<file path="config.mk">
export PLATFORM = sky130hd
export DESIGN_NAME = hmd_update
export DESIGN_NICKNAME = d
export VERILOG_FILES = /design/src/hdl/hmd_pkg.sv /design/src/hdl/hmd_update.sv
export SDC_FILE = /design/constraint.sdc
export NUM_CORES = 1
export LEC_CHECK = 0
export BUFFER_PORTS_ARGS = -buffer_cell sky130_fd_sc_hd__buf_2
export CAP_MARGIN = 20
export CELL_PAD_IN_SITES_DETAIL_PLACEMENT = 0
export CELL_PAD_IN_SITES_GLOBAL_PLACEMENT = 2
export CORE_ASPECT_RATIO = 1.4
export CORE_UTILIZATION = 33
export DETAILED_ROUTE_END_ITERATION = 16
export PLACE_DENSITY_LB_ADDON = 0.1
export SYNTH_ARGS = -nofsm -noshare
export SYNTH_HDL_FRONTEND = slang
export SYNTH_SLANG_ARGS = --single-unit
</file>
<file path="constraint.sdc">
create_clock -name clk -period 9.21 [get_ports clk]
set_input_delay 1.3815 -clock clk [delete_from_list [all_inputs] [get_ports clk]]
set_output_delay 1.3815 -clock clk [all_outputs]
set_load 0.02 [all_outputs]
</file>
<file path="src/hdl/hmd_pkg.sv">
`default_nettype none

package hmd_pkg;

	localparam int NUM_BINS  = 1024;
	localparam int MAX_ITEMS = 1024;
	localparam int VALUE_W   = 10;
	localparam int COUNT_W   = 11;
	localparam int BIN_AW    = $clog2(NUM_BINS);
	// Set tag width: the bin store is swept once every 2**EPOCH_W - 1 sets
	localparam int EPOCH_W   = 8;

	typedef logic [BIN_AW-1:0]  addr_t;
	typedef logic [COUNT_W-1:0] count_t;
	typedef logic [EPOCH_W-1:0] epoch_t;

	localparam count_t MAX_CNT     = COUNT_W'(MAX_ITEMS);
	localparam epoch_t EPOCH_FIRST = EPOCH_W'(1);
	localparam epoch_t EPOCH_LAST  = {EPOCH_W{1'b1}};
	localparam addr_t  ADDR_LAST   = BIN_AW'(NUM_BINS - 1);

	// One word of the bin store: the set it belongs to and its count
	typedef struct packed {
		epoch_t tag;
		count_t count;
	} bin_word_t;

	typedef struct packed {
		logic      en;
		addr_t     addr;
		bin_word_t word;
	} bin_wr_t;

	// Item held in the read-modify-write stage
	typedef struct packed {
		logic  valid;
		logic  hit;
		addr_t addr;
		logic  last;
	} item_t;

	typedef struct packed {
		count_t max_count;
		count_t distinct_count;
		logic   set_done;
	} result_t;

endpackage

`default_nettype wire

</file>
<file path="src/hdl/hmd_update.sv">
`default_nettype none

module hmd_update (
	input  wire logic               clk,
	input  wire logic               arst_n,
	input  wire hmd_pkg::item_t     item,
	input  wire hmd_pkg::bin_word_t rd_word,
	output hmd_pkg::bin_wr_t        wr,
	output hmd_pkg::result_t        res,
	output logic                    wrap
);

	hmd_pkg::epoch_t    epoch_q;
	hmd_pkg::count_t    max_q;
	hmd_pkg::count_t    dist_q;
	hmd_pkg::bin_wr_t   fwd_q;

	hmd_pkg::bin_word_t cur;
	hmd_pkg::count_t    old_cnt;
	hmd_pkg::count_t    new_cnt;
	hmd_pkg::count_t    max_n;
	hmd_pkg::count_t    dist_n;

	// Take the word written last cycle when it is the same bin
	always_comb begin
		if (fwd_q.en && (fwd_q.addr == item.addr)) begin
			cur = fwd_q.word;
		end else begin
			cur = rd_word;
		end
		old_cnt = (cur.tag == epoch_q) ? cur.count : '0;
		new_cnt = (old_cnt < hmd_pkg::MAX_CNT) ? hmd_pkg::count_t'(old_cnt + 1'b1) : old_cnt;

		dist_n = dist_q;
		max_n  = max_q;
		if (item.hit) begin
			if ((old_cnt == '0) && (dist_q < hmd_pkg::MAX_CNT)) begin
				dist_n = hmd_pkg::count_t'(dist_q + 1'b1);
			end
			if (new_cnt > max_q) begin
				max_n = new_cnt;
			end
		end

		wr.en       = item.valid && item.hit;
		wr.addr     = item.addr;
		wr.word.tag = epoch_q;
		wr.word.count = new_cnt;

		res.max_count      = max_n;
		res.distinct_count = dist_n;
		res.set_done       = item.last;

		wrap = item.valid && item.last && (epoch_q == hmd_pkg::EPOCH_LAST);
	end

	// Advance statistics; a closing beat clears them and moves to a fresh set tag
	always_ff @(posedge clk or negedge arst_n) begin
		if (!arst_n) begin
			epoch_q <= hmd_pkg::EPOCH_FIRST;
			max_q   <= '0;
			dist_q  <= '0;
			fwd_q   <= '0;
		end else begin
			fwd_q <= wr;
			if (item.valid) begin
				if (item.last) begin
					max_q   <= '0;
					dist_q  <= '0;
					epoch_q <= wrap ? hmd_pkg::EPOCH_FIRST : hmd_pkg::epoch_t'(epoch_q + 1'b1);
				end else begin
					max_q  <= max_n;
					dist_q <= dist_n;
				end
			end
		end
	end

endmodule

`default_nettype wire

</file>
* Yosys cells after proc, flatten, opt, wreduce, memory -nomap -nowiden
Cells that the tools add are included.
** Storage, ports and cells
- Bits in registers :: 60
- Input port bits :: 34
** Cells by class
- Add/sub/neg operators :: 3
- Order comparisons :: 3
- Eq/ne operators :: 3
- Mux-type cells :: 10
- Reduce and logical (&&, ||, !) cells :: 7
** Operators by type and width (number)
- $mux W11 :: 8
- $add A11 B1 Y11 const B :: 2
- $lt A11 B11 Y1 const B :: 2
- $mux W19 :: 1
- $gt A11 B11 Y1 :: 1
- $logic_not A11 Y1 :: 1
- $eq A10 B10 Y1 :: 1
- $add A8 B1 Y8 const B :: 1
- $eq A8 B8 Y1 :: 1
- $eq A8 B8 Y1 const B :: 1
- $mux W8 :: 1
- $logic_and A1 B1 Y1 :: 5
- $reduce_and A2 Y1 :: 1

* Depth between registers and ports, before layout
Gate-level depths: netlist of the first run.
- Depth after elaboration :: 11
- Depth in mapped cells :: 24

* Worst setup path before layout of the first run
OpenSTA, ideal clock, no wires.
- Kind :: input -> output
- Start point :: in item[6] in the netlist's numbering
- End point :: out res[14] in the netlist's numbering
- Arrival time :: 6490 ps
- Required time :: 7828 ps
- Path slack :: 1338 ps
- Stages on the path :: 23
- Path through :: xnor2_1 nand4_1 nor3_4 buf_6 mux2i_1 nand2_2 or2_2 clkbuf_1 clkbuf_1 nor2_1 ha_1 o21ai_1 o211ai_1 o31ai_1 nor3_1 ha_1 nand3_1 o21bai_1 a21oi_1 o31ai_1 or2_2 clkbuf_1 mux2_2
** RTL lines
- start: declaration :: RTL line hmd_update.sv:6 : input wire hmd_pkg::item_t item,
- end: declaration :: RTL line hmd_update.sv:9 : output hmd_pkg::result_t res,

==> results of run 1 <==
[worst register-to-register path: stages (launching register included)]
cell	delay, ns
dfrtp_1	0.37
xnor2_1	0.14
nand4_1	0.17
nor3_4	0.33
buf_4	0.39
o211ai_2	0.18
or2_2	0.43
nor2_1	0.19
ha_1	0.24
o21ai_1	0.20
nor3_1	0.22
xor2_1	0.09
nor2_1	0.37
ha_1	0.33
a21o_1	0.18
a21oi_1	0.13
nor2b_1	0.06
o31ai_1	0.50
or2_2	0.41
nor2_1	0.20
a22o_1	0.23
[cell type report]
type / count / area (um^2) / area share
sequential: 60 / 1500 / 0.331
multi-input combinational: 277 / 1970 / 0.434
tap: 141 / 176 / 0.0389
clock inverter: 5 / 83.8 / 0.0185
timing repair buffer: 90 / 458 / 0.101
clock buffer: 11 / 253 / 0.0558
inverter: 24 / 90.1 / 0.0199
[synthesized netlist by cell type, types with 4 or more instances]
library cell	n
inv_1	24
ha_1	15
nor3_1	13
or2_2	4
nand2_1	21
nand4_1	11
mux2_2	13
nand3_1	13
buf_4	11
nand2b_1	5
nor2_1	38
o21ai_0	11
a21oi_1	7
nor2b_1	5
o22ai_1	5
a22o_1	10
xor2_1	19
xnor2_1	23
dfrtp_1	59
mux2i_1	16
clkbuf_1	7
[stage by stage]
step | hold WS, ns | setup WS, ns | cells | total power, mW | utilization
2_1_floorplan | 0.487 | 1.34 | 383 | 0.440 | -
3_5_place_dp | 0.467 | 1.13 | 592 | 0.499 | 0.386
4_1_cts | 0.467 | 1.10 | 608 | 0.879 | 0.417
3_3_place_gp | 0.461 | 1.23 | 592 | 0.498 | 0.386
5_1_grt | 0.480 | 0.650 | 608 | 0.910 | 0.417
6_report | 0.465 | 1.21 | 608 | 0.866 | 0.417
[cell usage in the layout (no fill, tap or decap), types with 13 or more instances in the layout]
| cell | instances |
|---|---|
| buf_2 | 87 |
| nor3_1 | 13 |
| mux2_2 | 13 |
| nor2_1 | 38 |
| nand3_1 | 13 |
| inv_1 | 24 |
| ha_1 | 15 |
| xnor2_1 | 23 |
| nand2_1 | 21 |
| dfrtp_1 | 59 |
| mux2i_1 | 16 |
| xor2_1 | 19 |
[report_power, final]
part | total [mW] | switching [mW] | internal [mW]
sequential | 0.330 | 0.0367 | 0.293
combinational | 0.162 | 0.0950 | 0.0674
clock | 0.374 | 0.123 | 0.252
[kinds of logic (layout without fill, tap and decap cells)]
logic type                 count (synthesis)  in the layout  synth area share
AOI/OAI and AO/OA                         61             61             0.122
xor gates and xnor gates                  42             42            0.0993
adders and majority gates                 15             15            0.0507
buffers and inverters                     46            130            0.0625
DFF                                       60             60             0.406
muxes                                     29             29            0.0828
and+or+nand+nor                          130            130             0.177
[state kept, by name, indices dropped and copies added (netlist names)]
name     cells
fwd_q       30
max_q       11
dist_q      11
epoch_q      8
[final timing paths]
| path | from | to | slack (ns) | cells past startpoint |
|---|---|---|---|---|
| worst max-delay path | item[6] | res[14] | 1.21 | 21 |
| worst min-delay path | epoch_q[0] | fwd_q[11] | 0.47 | 0 |
| worst max register to register | fwd_q[22] | max_q[1] | 3.73 | 20 |
| worst min register to register | epoch_q[0] | fwd_q[11] | 0.47 | 0 |
| max in group asynchronous | arst_n | max_q[5] | 7.48 | 2 |
| min in group asynchronous | arst_n | epoch_q[6] | 1.22 | 2 |
[routing by layer]
| metal | global-route usage | vias to the layer above | share of wire | routed length (um) |
|---|---|---|---|---|
| met2 | 0.310 | 55 | 0.52 | 4940 |
| met5 | 0 | - | 0 | 0 |
| li1 | - | 1500 | - | - |
| met1 | 0.202 | 1459 | 0.43 | 4020 |
| met4 | 0.0588 | 0 | 0.014 | 134 |
| met3 | 0.0345 | 11 | 0.038 | 361 |
==> summary.txt, run 1 <==
Worst setup path
  – Crit-path slowest cell: o31ai_1
  – CP Cell Sequence: buf_2 -> xnor2_1 -> nand4_1 -> nor3_4 -> buf_4 -> o211ai_2 -> or2_2 -> nor2_1 -> ha_1 -> o21ai_1 -> nor3_1 -> xor2_1 -> nor2_1 -> ha_1 -> a21o_1 -> a21oi_1 -> nor2b_1 -> o31ai_1 -> or2_2 -> mux2_2 -> buf_2
  – Crit path DAT: 6.62 ns
  – Crit-path leading delay family: simple AND/OR/NAND/NOR gates
  – Worst path required time: 7.83 ns
  – Critical Path Sink Type: output port
  – Setup Crit Path Kind: in2out
  – Worst Path Max Fanout: 26
  – Startpoint Class: input port
  – CP max stage delay: roughly 0.5 ns
  – Crit path buf inv count: 3

STA
  – Clock skew: 0.00580 ns
  – Slew @ Worst Pin: 0.778 ns
  – Setup violators final: 0
  – RSZ-0062 raised after global routing: false
  – Slew Viols, Final: 0
  – Final Hold Fails: 0
  – Fmax: ~120 MHz
  – Tcrit/Tclk final: 0.869
  – Slew HR: 0.481
  – Post-layout minimum cycle time: 8.00 ns
  – TNS Setup: 0 ns

Detailed routing
  – DRC Markers: 0
  – First-pass detailed-route iteration total: 4
  – Vias: 3025
  – Iter 0 DRT Violations: between 100 and 150
  – Drt wl/cell: 15.6 um
  – Via/cell ratio: 4.98
  – Post-Route WL: 9460 um
  – Post-route ant nets: 0

Final layout
  – Filler cells: about 1100
  – ANT cells: 0
  – Nets: 511
  – Share of layout cells above drive strength 1: 0.274
  – Layout area overhead: 22.4%
  – Final instance area: 0.00453 mm^2

Global routing
  – Total track usage: 0.172
  – GR Overflow Total: 0
  – Antenna violations before repair: 0
  – Largest net degree at the start of global routing: 61
  – Vias in the first global route: 3000
  – First-pass GRT wire length: about 15000 um

Power and ir drop
  – Pwr dens: roughly 190 mW/mm^2
  – Static leakage: between 2 and 2.5 nW
  – Peak VDD IR: 147 uV

Floorplan
  – Row cnt: 45
  – Initial Util: 0.341
  – Core area: 0.0109 mm^2
  – Die Area: 0.0117 mm^2
  – Die X-Extent: 91.5 um
  – I/O pin total: just under 90
  – Die Y: 127 um

Clock tree
  – Post-CTS Hold Buffers: 0
  – CTS Buf Count: 9
  – Clock Sinks: 60
  – Clk slew on worst S/H paths: 0.05 ns
  – Post-CTS Setup Bufs: 0
  – Root Driver: clkbuf_16
  – H-Tree Depth: 3
  – Clk_lat worst skew: 0.33 ns
  – Clk buf depth: 2
  – CTS tree: built
  – Post-cts resize count: 0

Synth
  – Synth top area cells: dfrtp_1 (40%), xnor2_1 (5.4%), ha_1 (5.1%)
  – Yosys warns: 0
  – Sequential area share after synthesis: 0.406
  – Area of the mapped netlist: 0.00370 mm^2
  – Mapped Cells: 383
  – Synth area leader: dfrtp_1
  – Async S/R FF share, synth: 1.00
  – Number of synthesized register bits: 60
  – EDFF count, synth: 0
  – Synthesized area per cell: between 9 and 10 um^2
  – Synth top area share: 0.399
  – Synthesized Nets: 432
  – Distinct cells, synth: 51
  – Ys flop type: dfrtp_1

Placed design
  – Final HPWL DP: 7120 um
  – RD Place Congestion: 0.762
  – PortBufs: 87
  – Placed Instance Area: 0.00420 mm^2

Min path
  – Path category of the worst min-delay check: reg2reg

Run status
  – Run status: finished clean

Run
  – Maxcap violations: 0
Note: power is estimated with default switching activity, not from simulation.
==> run 2: changes to the inputs <==
--- a/config.mk
+++ b/config.mk
@@ -5,12 +5,13 @@
 export SDC_FILE = /design/constraint.sdc
 export NUM_CORES = 1
 export LEC_CHECK = 0
+export ABC_AREA = 1
 export BUFFER_PORTS_ARGS = -buffer_cell sky130_fd_sc_hd__buf_2
 export CAP_MARGIN = 20
 export CELL_PAD_IN_SITES_DETAIL_PLACEMENT = 0
 export CELL_PAD_IN_SITES_GLOBAL_PLACEMENT = 2
 export CORE_ASPECT_RATIO = 1.4
-export CORE_UTILIZATION = 33
+export CORE_UTILIZATION = 30
 export DETAILED_ROUTE_END_ITERATION = 16
 export PLACE_DENSITY_LB_ADDON = 0.1
 export SYNTH_ARGS = -nofsm -noshare
==> run 2 against run 1 <==
- die area grew 23%
- global-route usage increased by 0.84 points
- sequential share of layout area fell by 3.3 points
- critical path depth grew 11
- wire length up 29%
- register-to-register slack improved by 0.21 ns
- count of clock-buffer cells in the layout stayed put
- maximum frequency is 2.9% higher
- synthesized cell count rose by 57%
==> summary.txt, run 2 <==
Run status
  – Run status: finished clean

Clock tree
  – Clk buf depth: 2
  – Post-CTS Setup Bufs: 0
  – Post-CTS Hold Buffers: 0
  – Post-cts resize count: 0
  – Root Driver: clkbuf_16
  – CTS Buf Count: 9
  – H-Tree Depth: 3
  – Clk slew on worst S/H paths: 0.05 ns
  – CTS tree: built
  – Clk_lat worst skew: 0.33 ns
  – Clock Sinks: 60

Power and ir drop
  – Peak VDD IR: 105 uV
  – Static leakage: 2.85 nW
  – Pwr dens: 206 mW/mm^2

Min path
  – Path category of the worst min-delay check: reg2reg
  – Min-delay src: epoch_q[0]
  – Hold Crit Depth: 0
  – Worst hold path endpoint: fwd_q[11]

Final layout
  – Share of layout cells above drive strength 1: 0.186
  – Largest regs: fwd_q x30, dist_q x11, max_q x11
  – Commonest non-fill, non-tap cell in the layout: nand2_1
  – Layout area overhead: 20.6%
  – Nets: 732
  – Most frequent cells in the layout: nand2_1 (187), inv_1 (106), buf_2 (87)
  – Reg with most FFs: fwd_q
  – ANT cells: 0
  – Largest register FFs: 30

STA
  – Tcrit/Tclk final: 0.845
  – Slew Viols, Final: 0
  – TNS Setup: 0 ns
  – Slew @ Worst Pin: 0.846 ns
  – RSZ-0062 raised after global routing: false
  – Final Hold Fails: 0
  – Post-layout minimum cycle time: ~8 ns
  – Slew HR: 0.436
  – Hold Slack: 0.477 ns
  – Clock skew: between 0.006 and 0.007 ns
  – Fmax: approximately 130 MHz
  – Setup violators final: 0

Floorplan
  – Core area: around 0.013 mm^2
  – Initial Util: 0.310
  – Die Y: 141 um
  – Row cnt: 50
  – I/O pin total: 88
  – Die X-Extent: between 100 and 150 um
  – Die Area: 0.0144 mm^2

Detailed routing
  – Iter 0 DRT Violations: 125
  – Post-route ant nets: 0
  – Post-Route WL: 12200 um
  – DRC Markers: 0
  – Via/cell ratio: 4.52
  – Drt wl/cell: 14.0 um
  – First-pass detailed-route iteration total: 4
  – Vias: 3934

Synth
  – Distinct cells, synth: 41
  – Ys flop type: dfrtp_1
  – Synth top area share: 0.354
  – Synthesized Nets: 651
  – Async S/R FF share, synth: 1.00
  – Sequential area share after synthesis: 0.360
  – Yosys warns: 0
  – EDFF count, synth: 0
  – Synth top cells by count: nand2_1 (187), inv_1 (106), dfrtp_1 (59)
  – Area of the mapped netlist: 0.00417 mm^2
  – Synth top area cells: dfrtp_1 (35%), nand2_1 (17%), inv_1 (9.5%)
  – Cell with the most instances after synthesis: nand2_1
  – Mapped Cells: 602
  – Number of synthesized register bits: 60
  – Synthesized area per cell: ~7 um^2
  – Synth area leader: dfrtp_1

Global routing
  – Total track usage: 0.180
  – Antenna violations before repair: 0
  – First-pass GRT wire length: approximately 20000 um
  – Vias in the first global route: 3853
  – Largest net degree at the start of global routing: 61
  – GR Overflow Total: 0

Worst setup path
  – Worst path required time: 7.83 ns
  – Startpoint Class: input port
  – Worst Path Max Fanout: 25
  – Startpoint of the worst-slack reg-to-reg timing path: fwd_q[23]
  – Crit-path slowest cell: o31ai_1
  – Crit path buf inv count: 7
  – Critical Path Sink Type: output port
  – CP dominant cell by count: nand2_1
  – Worst R2R Path Depth: 31
  – Crit path DAT: ~6.4 ns
  – CP max stage delay: 0.51 ns
  – Crit-path leading delay family: simple AND/OR/NAND/NOR gates
  – Setup Crit Path Kind: in2out
  – Critical R2R Capture: max_q[4]
  – Reg-to-reg slack, setup: 3.94 ns

Placed design
  – PortBufs: 87
  – Final HPWL DP: approximately 9400 um
  – RD Place Congestion: approximately 0.83

Run
  – Maxcap violations: 0
## run 2: cell types whose count changed after synthesis, sizes merged, moves of 11 or more
cell   before  now
inv        24  106
nand3      13   56
xnor2      23    1
mux2       13    0
mux2i      16    0
nand2      22  194
o21ai      12   27
xor2       19    6
nor2       38   49
## run 2: logic make-up after synthesis
| logic type | count (synthesis) | synth area share |
|---|---|---|
| and+or+nand+nor | 344 | 0.375 |
| xor gates and xnor gates | 7 | 0.0165 |
| adders and majority gates | 15 | 0.0450 |
| AOI/OAI and AO/OA | 48 | 0.0696 |
| buffers and inverters | 128 | 0.133 |
| DFF | 60 | 0.360 |
## run 2: per-layer routing
metal	wire length [um]	share of wire	global-route usage
met5	0	0	0
met4	123	0.010	0.0488
met3	362	0.030	0.0335
met2	6420	0.53	0.326
met1	5270	0.43	0.214
## run 2: worst max path at each step
stage,from,end,slack (ns),cells after the start
after CTS,item[5],res[16],1.39,32
after detailed placement,item[5],res[16],1.45,32
after floorplan,item[5],res[16],1.85,30
after global routing,item[5],res[15],0.72,33
after global placement,item[5],res[16],1.50,32
final,item[5],res[16],1.43,32
## run 2: stage by stage
stage | power (mW) | cell area (um^2) | util | std cells | worst slack (ns)
2_1_floorplan | 0.562 | 4170 | - | 602 | 1.85
3_3_place_gp | 0.674 | 4710 | 0.350 | 854 | 1.50
3_5_place_dp | 0.675 | 4710 | 0.350 | 854 | 1.45
4_1_cts | 1.06 | 5030 | 0.374 | 870 | 1.39
5_1_grt | 1.11 | 5030 | 0.374 | 870 | 0.715
6_report | 1.04 | 5030 | 0.374 | 870 | 1.43
## run 2: area by class of cell
cell class,instances,area (um^2)
timing repair buffer,90,458
inverter,108,410
tap,182,228
clock buffer,11,243
clock inverter,5,75.1
sequential,60,1500
multi-input combinational,414,2110
fill,1497,8420
## run 2: power breakdown
part	leakage (nW)	switching (mW)	internal (mW)
combinational	1.92	0.215	0.108
clock	0.159	0.124	0.243
sequential	0.765	0.0407	0.305
