<file path="config.mk">
export PLATFORM = sky130hd
export DESIGN_NAME = hmd_out_fifo_flat
export DESIGN_NICKNAME = d
export VERILOG_FILES = /design/src/hdl/hmd_pkg.sv /design/src/hdl/hmd_out_if.sv /design/src/hdl/hmd_out_fifo.sv /design/src/flat_wrapper.sv
export SDC_FILE = /design/constraint.sdc
export NUM_CORES = 1
export LEC_CHECK = 0
export BUFFER_PORTS_ARGS = -buffer_cell sky130_fd_sc_hd__buf_2
export CAP_MARGIN = 30
export CELL_PAD_IN_SITES_DETAIL_PLACEMENT = 1
export CELL_PAD_IN_SITES_GLOBAL_PLACEMENT = 1
export CORE_ASPECT_RATIO = 2
export CORE_MARGIN = 1.5
export CORE_UTILIZATION = 29
export CTS_CLUSTER_DIAMETER = 120
export CTS_CLUSTER_SIZE = 10
export DETAILED_ROUTE_END_ITERATION = 7
export PLACE_DENSITY = 0.62
export SKIP_CTS_REPAIR_TIMING = 1
export SYNTH_ARGS = -nofsm -noshare
export SYNTH_HDL_FRONTEND = slang
export SYNTH_SLANG_ARGS = --single-unit
</file>
<file path="constraint.sdc">
create_clock -name clk -period 2.7 [get_ports clk]
set_input_delay 0.54 -clock clk [delete_from_list [all_inputs] [get_ports clk]]
set_output_delay 0.54 -clock clk [all_outputs]
set_load 0.005 [all_outputs]
</file>
<file path="src/hdl/hmd_pkg.sv">
`default_nettype none

package hmd_pkg;

	localparam int NUM_BINS  = 1024;
	localparam int MAX_ITEMS = 1024;
	localparam int VALUE_W   = 10;
	localparam int COUNT_W   = 11;
	localparam int BIN_AW    = $clog2(NUM_BINS);
	// Set tag width: the bin store is swept once every 2**EPOCH_W - 1 sets
	localparam int EPOCH_W   = 8;

	typedef logic [BIN_AW-1:0]  addr_t;
	typedef logic [COUNT_W-1:0] count_t;
	typedef logic [EPOCH_W-1:0] epoch_t;

	localparam count_t MAX_CNT     = COUNT_W'(MAX_ITEMS);
	localparam epoch_t EPOCH_FIRST = EPOCH_W'(1);
	localparam epoch_t EPOCH_LAST  = {EPOCH_W{1'b1}};
	localparam addr_t  ADDR_LAST   = BIN_AW'(NUM_BINS - 1);

	// One word of the bin store: the set it belongs to and its count
	typedef struct packed {
		epoch_t tag;
		count_t count;
	} bin_word_t;

	typedef struct packed {
		logic      en;
		addr_t     addr;
		bin_word_t word;
	} bin_wr_t;

	// Item held in the read-modify-write stage
	typedef struct packed {
		logic  valid;
		logic  hit;
		addr_t addr;
		logic  last;
	} item_t;

	typedef struct packed {
		count_t max_count;
		count_t distinct_count;
		logic   set_done;
	} result_t;

endpackage

`default_nettype wire

</file>
<file path="src/hdl/hmd_out_if.sv">
`default_nettype none

interface hmd_out_if;
	logic            valid;
	logic            ready;
	hmd_pkg::count_t max_count;
	hmd_pkg::count_t distinct_count;
	logic            set_done;

	modport source (output valid, output max_count, output distinct_count, output set_done,
		input ready);
	modport sink   (input valid, input max_count, input distinct_count, input set_done,
		output ready);
endinterface

`default_nettype wire

</file>
<file path="src/hdl/hmd_out_fifo.sv">
`default_nettype none

module hmd_out_fifo (
	input  wire logic             clk,
	input  wire logic             arst_n,
	input  wire logic             push,
	input  wire hmd_pkg::result_t push_data,
	output logic [1:0]            level,
	output logic                  pop,
	hmd_out_if.source             result
);

	hmd_pkg::result_t entry_q [2];
	logic             wr_ptr_q;
	logic             rd_ptr_q;
	logic [1:0]       level_q;
	hmd_pkg::result_t head;

	assign level = level_q;
	assign pop   = result.valid && result.ready;
	assign head  = entry_q[rd_ptr_q];

	assign result.valid          = (level_q != 2'd0);
	assign result.max_count      = head.max_count;
	assign result.distinct_count = head.distinct_count;
	assign result.set_done       = head.set_done;

	// Track fill level and pointers
	always_ff @(posedge clk or negedge arst_n) begin
		if (!arst_n) begin
			wr_ptr_q <= 1'b0;
			rd_ptr_q <= 1'b0;
			level_q  <= 2'd0;
		end else begin
			if (push) begin
				wr_ptr_q <= ~wr_ptr_q;
			end
			if (pop) begin
				rd_ptr_q <= ~rd_ptr_q;
			end
			level_q <= level_q + {1'b0, push} - {1'b0, pop};
		end
	end

	// Hold result beats
	always_ff @(posedge clk) begin
		if (push) begin
			entry_q[wr_ptr_q] <= push_data;
		end
	end

endmodule

`default_nettype wire

</file>
<file path="src/flat_wrapper.sv">
// flat-port wrapper written by rule: the top's interface ports become plain ports
module hmd_out_fifo_flat 
  (clk, arst_n, push, push_data, level, pop, result_valid, result_max_count, result_distinct_count, result_set_done, result_ready);
  hmd_out_if result_i ();
  input  wire logic clk;
  input  wire logic arst_n;
  input  wire logic push;
  input  wire hmd_pkg::result_t push_data;
  output logic [1:0] level;
  output logic pop;
  output wire logic [$bits(result_i.valid)-1:0] result_valid;
  output wire logic [$bits(result_i.max_count)-1:0] result_max_count;
  output wire logic [$bits(result_i.distinct_count)-1:0] result_distinct_count;
  output wire logic [$bits(result_i.set_done)-1:0] result_set_done;
  input wire logic [$bits(result_i.ready)-1:0] result_ready;
  assign result_valid = result_i.valid;
  assign result_max_count = result_i.max_count;
  assign result_distinct_count = result_i.distinct_count;
  assign result_set_done = result_i.set_done;
  assign result_i.ready = result_ready;
  hmd_out_fifo u_core (.clk(clk), .arst_n(arst_n), .push(push), .push_data(push_data), .level(level), .pop(pop), .result(result_i));
endmodule
</file>
## After elaboration in Yosys (flattened, before gate mapping)

Memories as Yosys holds them, arrays and structs flattened.
Cells that the tools add are included.

- Bits in registers: 4
- RAM bits: 46
- Input port bits: 27
- Output and inout port bits: 27
- Word-level logic and storage cells: 12
- Memories kept: 1

Memories:

| name | words | bits a word | read ports | clocked after memory_dff | write ports | RTL line | text |
|---|---|---|---|---|---|---|---|
| u_core.entry_q | 2 | 23 | 1 | 0 | 1 | hmd_out_fifo.sv:13 | `hmd_pkg::result_t entry_q [2];` |

- Add/subtract/negate cells: 2
- Multiplexer cells: 2
- Bitwise operators: 2
- Reduce and logical (&&, ||, !) cells: 2

Operator list:

| kind | number |
|---|---|
| adder 2 x 1 -> 2 bit | 1 |
| two-way mux 1 bit | 2 |
| NOT 1 bit | 2 |
| nonzero test 2 bit | 1 |
| subtractor 2 x 1 -> 2 bit | 1 |
| logical AND 1 bit | 1 |

## Logic depth before layout (Yosys ltp)

Gate-level depths: netlist (run 1).

- Depth after elaboration: 3
- Gate-level depth with buffers: 6
- Depth with buffers taken out: 6

## Worst setup path after synthesis (run 1)

No wires, ideal clock.

- Path kind: input to register
- From: in push
- To: mem u_core.entry_q[0][0] in the netlist's numbering, enable pin
- Setup time: 405 ps
- Data arrival time: 1,603 ps
- Data required time: 2,295 ps
- Slack: 691 ps
- Stages: 1
- Buffers on the path: 0
- Cell sequence: nor2b_1

- Word-level cells in the longest chain between the ends: 2

Ends and longest elaborated chain:

| what | RTL line | text |
|---|---|---|
| start, declared | flat_wrapper.sv:7 | `input wire logic push;` |
| two-way mux 1 bit | hmd_out_fifo.sv:47 | `if (push) begin` |
| two-way mux 1 bit (not written as such) | hmd_out_fifo.sv:48 | `entry_q[wr_ptr_q] <= push_data;` |
| end, declared | hmd_out_fifo.sv:13 |  |

Every way passes these cells.

## Final worst setup path (run 1)

- From: reg u_core.rd_ptr_q
- To: out result_set_done

- Word-level cells in the longest chain between the ends: 1

Ends and longest elaborated chain:

| what | RTL line | text |
|---|---|---|
| start, declared | hmd_out_fifo.sv:15 | `logic rd_ptr_q;` |
| start signal, assigned | hmd_out_fifo.sv:39 | `rd_ptr_q <= ~rd_ptr_q;` |
| memory read (2 x 23 bit) | - |  |
| end, declared | flat_wrapper.sv:14 | `output wire logic [$bits(result_i.set_done)-1:0] result_set_done;` |

Every way passes these cells.

==> results of run 1 <==
[cell type report]
class,count,area share
tap,88,0.0451
timing repair buffer,56,0.118
multi-input combinational,33,0.172
clock inverter,2,0.00358
inverter,2,0.00307
clock buffer,6,0.0527
sequential,50,0.606
[critical path: stages (launching register included)]
cell and delay (ps):
dfrtp_1 370, buf_4 370, mux2_2 380, buf_2 130
[power by group through the flow]
stage / Sequential, mW / Combinational [mW] / Clock, mW
after floorplan: 1.10 / 0.572 / 0
after global placement: 1.10 / 0.749 / 0
after detailed placement: 1.12 / 0.778 / 0
after CTS: 1.10 / 0.778 / 0.606
after global routing: 1.12 / 0.826 / 0.633
final: 1.10 / 0.754 / 0.583
[per-stage QoR]
step / instance area, sq um / hold WS (ps) / utilization / setup slack, ps / power (mW)
after floorplan: 1960 / 244 / - / 691 / 1.67
after global placement: 2310 / 346 / 0.351 / 940 / 1.85
after detailed placement: 2310 / 356 / 0.351 / 898 / 1.90
after CTS: 2440 / 42.5 / 0.372 / 578 / 2.49
after global routing: 2440 / 45.4 / 0.372 / 542 / 2.58
final: 2440 / 48.1 / 0.372 / 614 / 2.44
[worst max path at each step]
| stage | start | endpoint | slack, ps | cells past startpoint |
|---|---|---|---|---|
| after detailed placement | u_core.rd_ptr_q | result_distinct_count[0] | 900 | 3 |
| final | u_core.rd_ptr_q | result_set_done | 610 | 3 |
| after global placement | u_core.rd_ptr_q | result_distinct_count[1] | 940 | 3 |
| after CTS | u_core.rd_ptr_q | result_distinct_count[0] | 580 | 3 |
| after floorplan | push | u_core.entry_q[0][0] | 690 | 1 |
| after global routing | u_core.rd_ptr_q | result_distinct_count[0] | 540 | 3 |
[metal layers]
| layer | vias up | wire length [microns] | part of all wire |
|---|---|---|---|
| met5 | - | 0 | 0 |
| met2 | 36 | 1960 | 0.58 |
| met1 | 461 | 1090 | 0.32 |
| li1 | 451 | - | - |
| met4 | 0 | 122 | 0.036 |
| met3 | 6 | 192 | 0.057 |
[placed cells by master, fill, tap and decap left out]
master / instances
clkinv_2: 1
clkinv_1: 1
or2_2: 1
mux2_4: 19
xnor2_1: 2
clkbuf_1: 1
xor2_1: 2
edfxtp_1: 46
clkbuf_16: 5
ha_1: 2
mux2_2: 4
buf_4: 3
buf_2: 53
nor2b_2: 1
dfrtp_1: 4
and2_1: 1
o21a_1: 1
inv_1: 2
[state kept, by name, summed over array words and instances (netlist names)]
register and count:
u_core.level 2, u_core.rd_ptr_q 1, u_core.entry_q 46, u_core.wr_ptr_q 1
[cell families after synthesis]
group | after synthesis | share of synthesized area
adder cells (fa/ha/maj) | 2 | 0.0128
XOR/XNOR | 4 | 0.0179
flip-flops | 50 | 0.757
AO/OA/AOI/OAI | 1 | 0.00384
multiplexers | 23 | 0.169
AND/OR/NAND/NOR | 3 | 0.00960
buffers and inverters | 5 | 0.0301
==> run metrics, run 1 <==
outcome complete, no violations; GR Util met2 0.180; Req. time, crit path 2160 ps; placed insts around 230; Sw Pwr between 0.6 and 0.7 mW; number of global-route vias before repair between 1,000 and 1,500; initial antenna violation count 0; Layout Skew 2.15 ps; RSZ-0062 raised after global routing false; Die W between 60 and 70 microns; DR vias approximately 950; crit share post-route 0.773; top post-synthesis cells by area edfxtp_1 71%, mux2_4 15%, dfrtp_1 5.1%, mux2_2 2.3%, buf_12 2.0%; reg-to-reg setup timing slack ~1200 ps; final slew viol count 0; # port buffers 53; Syn Nets around 120; Pint about 1.8 mW; setup_tns 0 ps; area of the multi-input gates approximately 420 sq um; mapped cell area 0.00196 sq mm; top-area cell type share of the netlist area 0.706; die height roughly 120 microns; GRT Max-Usage Layer met2; worst vdd ir 0.427 mV; fin nets 177; IO Pins between 50 and 60; Antenna Diode Count 0; max-cap violation count 0; Pre-antenna DRT Iters 3; Tightest Pin Transition roughly 400 ps; Leak just under 1 nW; Synth area leader edfxtp_1; Tmin final 2090 ps; Worst Setup End Kind output port; Worst-Skew Late Latency slightly below 300 ps; first-pass GRT wire length roughly 5.3 mm; met3 GRT Util 0.0337; Max Clk Rate between 400 and 500 MHz; register share of total power 0.451; Iter 0 DRT Violations 27; Post-Syn Area per Cell around 22 sq um; non-filler cells, final around 240; register area share after synthesis 0.757; GRT Overall Usage 0.103; DIE AREA between 0.007 and 0.008 sq mm; endpoints failing hold 0; Setup Crit Path Kind register to output port; synthesis-to-layout area growth 24.9%; share of layout cells above drive strength 1 0.584; clock transition at the registers of the reported paths about 60 ps; H-Tree Depth 2; total gr overflow 0; Post-synth top flop edfxtp_1; FF-to-FF path depth 6; share of total power in the clock network 0.239; fillcell total approximately 670; Synth Instances around 90; GPL Wtd Cong between 0.6 and 0.7; most common cell in the netlist edfxtp_1; post-detail-place hpwl approximately 2.5 mm; num rows between 40 and 50; Core Region approximately 0.0066 sq mm; Vias/cell 4.03; Synth Warn # 0; critical path data arrival time 1550 ps; Max FO, Critical Path 23; final WL between 3 and 4 mm; clk sinks 50; worst hold-check path type input pin to asynchronous set/reset pin; M1 GR Usage 0.0922; starting density of the core 0.298; Max Buffers Root-to-Sink 2; area occupied by registers about 0.0015 sq mm; routed length per instance ~14 microns; slew margin rel. 0.737; Setup Viol. Count Final 0; Post-synth EDFFs 46; CTS buffer count 5; pin count of the biggest net entering global routing 24; drc violations 0; logic gate share of total power 0.309; post-synth cell types 14; synth cell count leaders 46 x edfxtp_1, 19 x mux2_4, 4 x dfrtp_1, 4 x mux2_2; Routed Antenna Nets 0; crit start category register; Sw Ratio 0.262; CTS tree yes; PD cells about 1000 mW/mm^2; #FFs+latches synth 50; worst r2r src u_core.level[1]; RR Endpoint u_core.level[1]; CTS root buffer clkbuf_16; Async SR Flop Fraction 0.0800
Note: power is estimated with default switching activity, not from simulation.
==> run 2, diff against run 1 <==
clock period = 2.15 ns   (was 2.7 ns; I/O delays follow)
==> run 2 against run 1 <==
Effect of this change: die area unchanged; highest routed layer unchanged; largest power group unchanged; register-to-register slack lost 590 ps; critical path depth unchanged; clock skew grew 0.78 ps; global-route usage rose by 0.14 points; power increased by 27%; final cell count grew 0.42%; critical endpoint is now result_distinct_count[0].
==> run metrics, run 2 (synthesized netlist as in run 1, its figures left out) <==
outcome complete, no violations; pin count of the biggest net entering global routing 24; GRT Overall Usage 0.105; crit start category register; num rows 42; Pint between 2 and 2.5 mW; routed wl met2 approximately 1.9 mm; Iter 0 DRT Violations 15; Cell Area, Placed ~0.0023 sq mm; Tmin final 1830 ps; commonest non-fill, non-tap cell in the layout buf_2; DR vias 968; initial antenna violation count 0; Max FO, Critical Path 23; number of flip-flops under the largest register name between 40 and 50; number of global-route vias before repair ~1,100; Tightest Pin Transition between 300 and 400 ps; Routed Antenna Nets 0; clk sinks 50; synthesis-to-layout area growth 26.0%; Die W roughly 61 microns; H-Tree Depth 2; final slew viol count 0; GPL Wtd Cong approximately 0.6; # port buffers between 50 and 60; Sw Ratio 0.260; slew margin rel. 0.783; Top reg by flops u_core.entry_q; RSZ-0062 raised after global routing false; post-route cell area around 0.0025 sq mm; setup_tns 0 ps; share of total power in the clock network 0.233; register share of total power 0.448; critical path data arrival time between 1000 and 1500 ps; Sw Pwr roughly 0.8 mW; Req. time, crit path between 1500 and 2000 ps; met3 wire length 167 microns; logic gate share of total power 0.319; Worst Setup End Kind output port; DIE AREA slightly above 0.007 sq mm; PD cells approximately 1300 mW/mm^2; Leak approximately 1 nW; total gr overflow 0; Max Clk Rate 545 MHz; final WL roughly 3.3 mm; post-detail-place hpwl ~2.4 mm; Worst-Skew Late Latency approximately 280 ps; Vias/cell 4.07; Setup Crit Path Kind register to output port; first-pass GRT wire length around 5.4 mm; routed length per instance between 10 and 15 microns; clock transition at the registers of the reported paths around 60 ps; IO Pins between 50 and 60; Layout Skew between 2 and 3 ps; CTS root buffer clkbuf_16; Core Region roughly 0.0066 sq mm; Pre-antenna DRT Iters 3; fin nets between 150 and 200; endpoints failing hold 0; drc violations 0; Setup Viol. Count Final 0; worst vdd ir roughly 0.5 mV; worst hold-check path type input pin to register; starting density of the core 0.298; CTS buffer count 5; Max Buffers Root-to-Sink 2; CTS tree yes; Antenna Diode Count 0; WL met1 ~1.1 mm; share of layout cells above drive strength 1 0.573; max-cap violation count 0; crit share post-route 0.853; die height ~120 microns; top layer in use met4; commonest non-fill, non-tap cells in the layout 53 x buf_2, 46 x edfxtp_1, 19 x mux2_4, 5 x clkbuf_16
## run 2: changes by cell type in the layout (fill, tap and decap cells not counted)
| cell | change |
|---|---|
| dlygate4sd3_1 | +1 |
| buf_4 | -1 |
| clkbuf_1 | +1 |
| clkinv_2 | -1 |
| buf_12 | +1 |
## run 2: final cells by class
| cell class | count | area [sq um] |
|---|---|---|
| sequential | 50 | 1480 |
| tap | 88 | 110 |
| fill | 688 | 4100 |
| clock buffer | 7 | 133 |
| inverter | 2 | 7.51 |
| multi-input combinational | 33 | 419 |
| timing repair buffer | 57 | 310 |
| clock inverter | 1 | 3.75 |
## run 2: path summary, 6_finish.rpt
path	cells past startpoint	from	end	slack (ps)
worst max-delay path	3	u_core.rd_ptr_q	result_distinct_count[0]	320
min in group asynchronous	2	arst_n	u_core.rd_ptr_q	480
max in group asynchronous	2	arst_n	u_core.wr_ptr_q	1550
worst min register to register	1	u_core.wr_ptr_q	u_core.wr_ptr_q	510
worst min-delay path	1	push_data[20]	u_core.entry_q[0][20]	340
worst max register to register	6	u_core.level[0]	u_core.level[1]	590
## run 2: power by group through the flow
stage | registers, mW | clock network (mW) | logic (mW)
5_1_grt | 1.41 | 0.788 | 1.09
6_report | 1.39 | 0.722 | 0.986
3_5_place_dp | 1.41 | 0 | 1.02
3_3_place_gp | 1.39 | 0 | 0.966
4_1_cts | 1.39 | 0.748 | 1.02
2_1_floorplan | 1.38 | 0 | 0.719
## run 2: routing by layer
metal  up-vias  track usage
met3         6       0.0337
met5         -            0
li1        454            -
met2        36        0.182
met1       472        0.101
met4         0       0.0611
## run 2: through the flow
stage	power, mW	hold slack, ps	std cells	setup WS, ps	util
after floorplan	2.10	134	88	251	-
after global placement	2.35	234	229	615	0.353
after detailed placement	2.43	243	229	544	0.353
after CTS	3.16	-61.4	237	287	0.374
after global routing	3.28	324	238	255	0.375
final	3.09	337	238	316	0.375
## run 2: worst max-delay path, stage by stage (launching register included)
cell and delay, ps:
dfrtp_1 410, buf_12 220, mux2_2 360, buf_2 130
==> run 3, diff against run 2 <==
CTS_BUF_LIST = sky130_fd_sc_hd__clkbuf_4 sky130_fd_sc_hd__clkbuf_8   (was not set)
==> run 3 against run 2 <==
Effect of this change: largest cell class unchanged; die area unchanged; hold slack worse by 19 ps; clock power is 27% lower; largest power group unchanged; setup slack worse by 24 ps; via count shrank 1.0%; clock skew up 3.1 ps; power fell by 6.4%; final cell count unchanged; flip-flop and latch count stayed put; critical endpoint unchanged.
==> run metrics, run 3 (synthesized netlist as in run 1, its figures left out) <==
Power Total ~2.9 mW; first-pass GRT wire length approximately 5.4 mm; PD cells ~1200 mW/mm^2; crit start category register; non-filler cells, final 238; RSZ-0062 raised after global routing false; slew margin rel. 0.785; # port buffers 53; reg-to-reg setup timing slack ~590 ps; setup slack after layout around 290 ps; fin nets roughly 180; Tightest Pin Transition 323 ps; final WL about 3.3 mm; clk sinks 50; clock transition at the registers of the reported paths approximately 80 ps; worst hold-check path type input pin to register; Die W 61.1 microns; outcome complete, no violations; FF-to-FF path depth 6; number of flip-flops under the largest register name between 40 and 50; Layout Skew 6.06 ps; worst r2r src u_core.level[0]; max-cap violation count 0; commonest non-fill, non-tap cell in the layout buf_2; placed insts about 230; number of global-route vias before repair approximately 1,100; GRT Overall Usage 0.105; die height around 120 microns; Max Clk Rate roughly 540 MHz; worst vdd ir around 0.52 mV; initial antenna violation count 0; CP startpoint u_core.rd_ptr_q; Tmin final 1860 ps; DIE AREA between 0.007 and 0.008 sq mm; share of layout cells above drive strength 1 0.587; Antenna Diode Count 0; post-route cell area 0.00242 sq mm; DP Worst Slack roughly 540 ps; Setup Viol. Count Final 0; Core Region between 0.006 and 0.007 sq mm; GPL Wtd Cong a little over 0.6; CTS buffer count 5; Pre-antenna DRT Iters 3; DR vias approximately 960; routed length per instance between 10 and 15 microns; Routed Antenna Nets 0; Cell Area, Placed around 0.0023 sq mm; IO Pins 54; drc violations 0; Worst-Skew Late Latency 300 ps; Req. time, crit path ~1700 ps; fillcell total 690; post-detail-place hpwl 2.44 mm; Top reg by flops u_core.entry_q; CTS tree yes; setup_tns 0 ps; RR Endpoint u_core.level[1]; CTS root buffer clkbuf_8; crit path to result_distinct_count[0]; Max FO, Critical Path 23; Max Buffers Root-to-Sink 2; final slew viol count 0; critical path data arrival time about 1400 ps; crit share post-route 0.864; pin count of the biggest net entering global routing 24; synthesis-to-layout area growth 23.5%; Setup Crit Path Kind register to output port; endpoints failing hold 0; starting density of the core 0.298; Vias/cell 4.03; total gr overflow 0; H-Tree Depth 2; Iter 0 DRT Violations 24; num rows 42; commonest non-fill, non-tap cells in the layout 53 x buf_2, 46 x edfxtp_1, 19 x mux2_4, 5 x clkbuf_8; Worst Setup End Kind output port; Leak just under 1 nW
[run 3: worst min path at each step]
| stage | from | end | slack (ps) | depth (start not counted) |
|---|---|---|---|---|
| final | push_data[10] | u_core.entry_q[0][10] | 320 | 1 |
| after global routing | push_data[10] | u_core.entry_q[0][10] | 300 | 1 |
| after CTS | arst_n | u_core.rd_ptr_q | -90 | 1 |
| after detailed placement | arst_n | u_core.level[1] | 240 | 1 |
| after global placement | arst_n | u_core.level[0] | 230 | 1 |
| after floorplan | arst_n | u_core.level[0] | 130 | 0 |
[run 3: worst max-delay path: stages, from the launching register on]
cell and delay, ps:
dfrtp_1 410, buf_12 220, mux2_2 360, buf_2 130
[run 3: per-stage QoR]
step           hold WS, ps  utilization
6_report               318        0.368
5_1_grt                296        0.368
4_1_cts              -86.0        0.366
3_5_place_dp           243        0.353
3_3_place_gp           234        0.353
2_1_floorplan          134            -
[run 3: layer usage]
metal | track usage | vias up | share of wire
li1 | - | 453 | -
met1 | 0.102 | 463 | 0.34
met2 | 0.182 | 36 | 0.58
met3 | 0.0337 | 6 | 0.052
met4 | 0.0611 | 0 | 0.031
met5 | 0 | - | 0
[run 3: layout make-up]
type                       count  area, sq um  area share
sequential                    50         1480       0.613
multi-input combinational     33          419       0.173
inverter                       2         7.51     0.00311
timing repair buffer          57          310       0.128
tap                           88          110      0.0456
clock buffer                   7         83.8      0.0347
clock inverter                 1         3.75     0.00155
[run 3: power by group]
group          internal [mW]  switching (mW)  leakage [nW]
Combinational          0.558           0.430         0.453
Clock                  0.252           0.272        0.0467
Sequential              1.30          0.0812         0.478
Total                   2.11           0.784         0.978
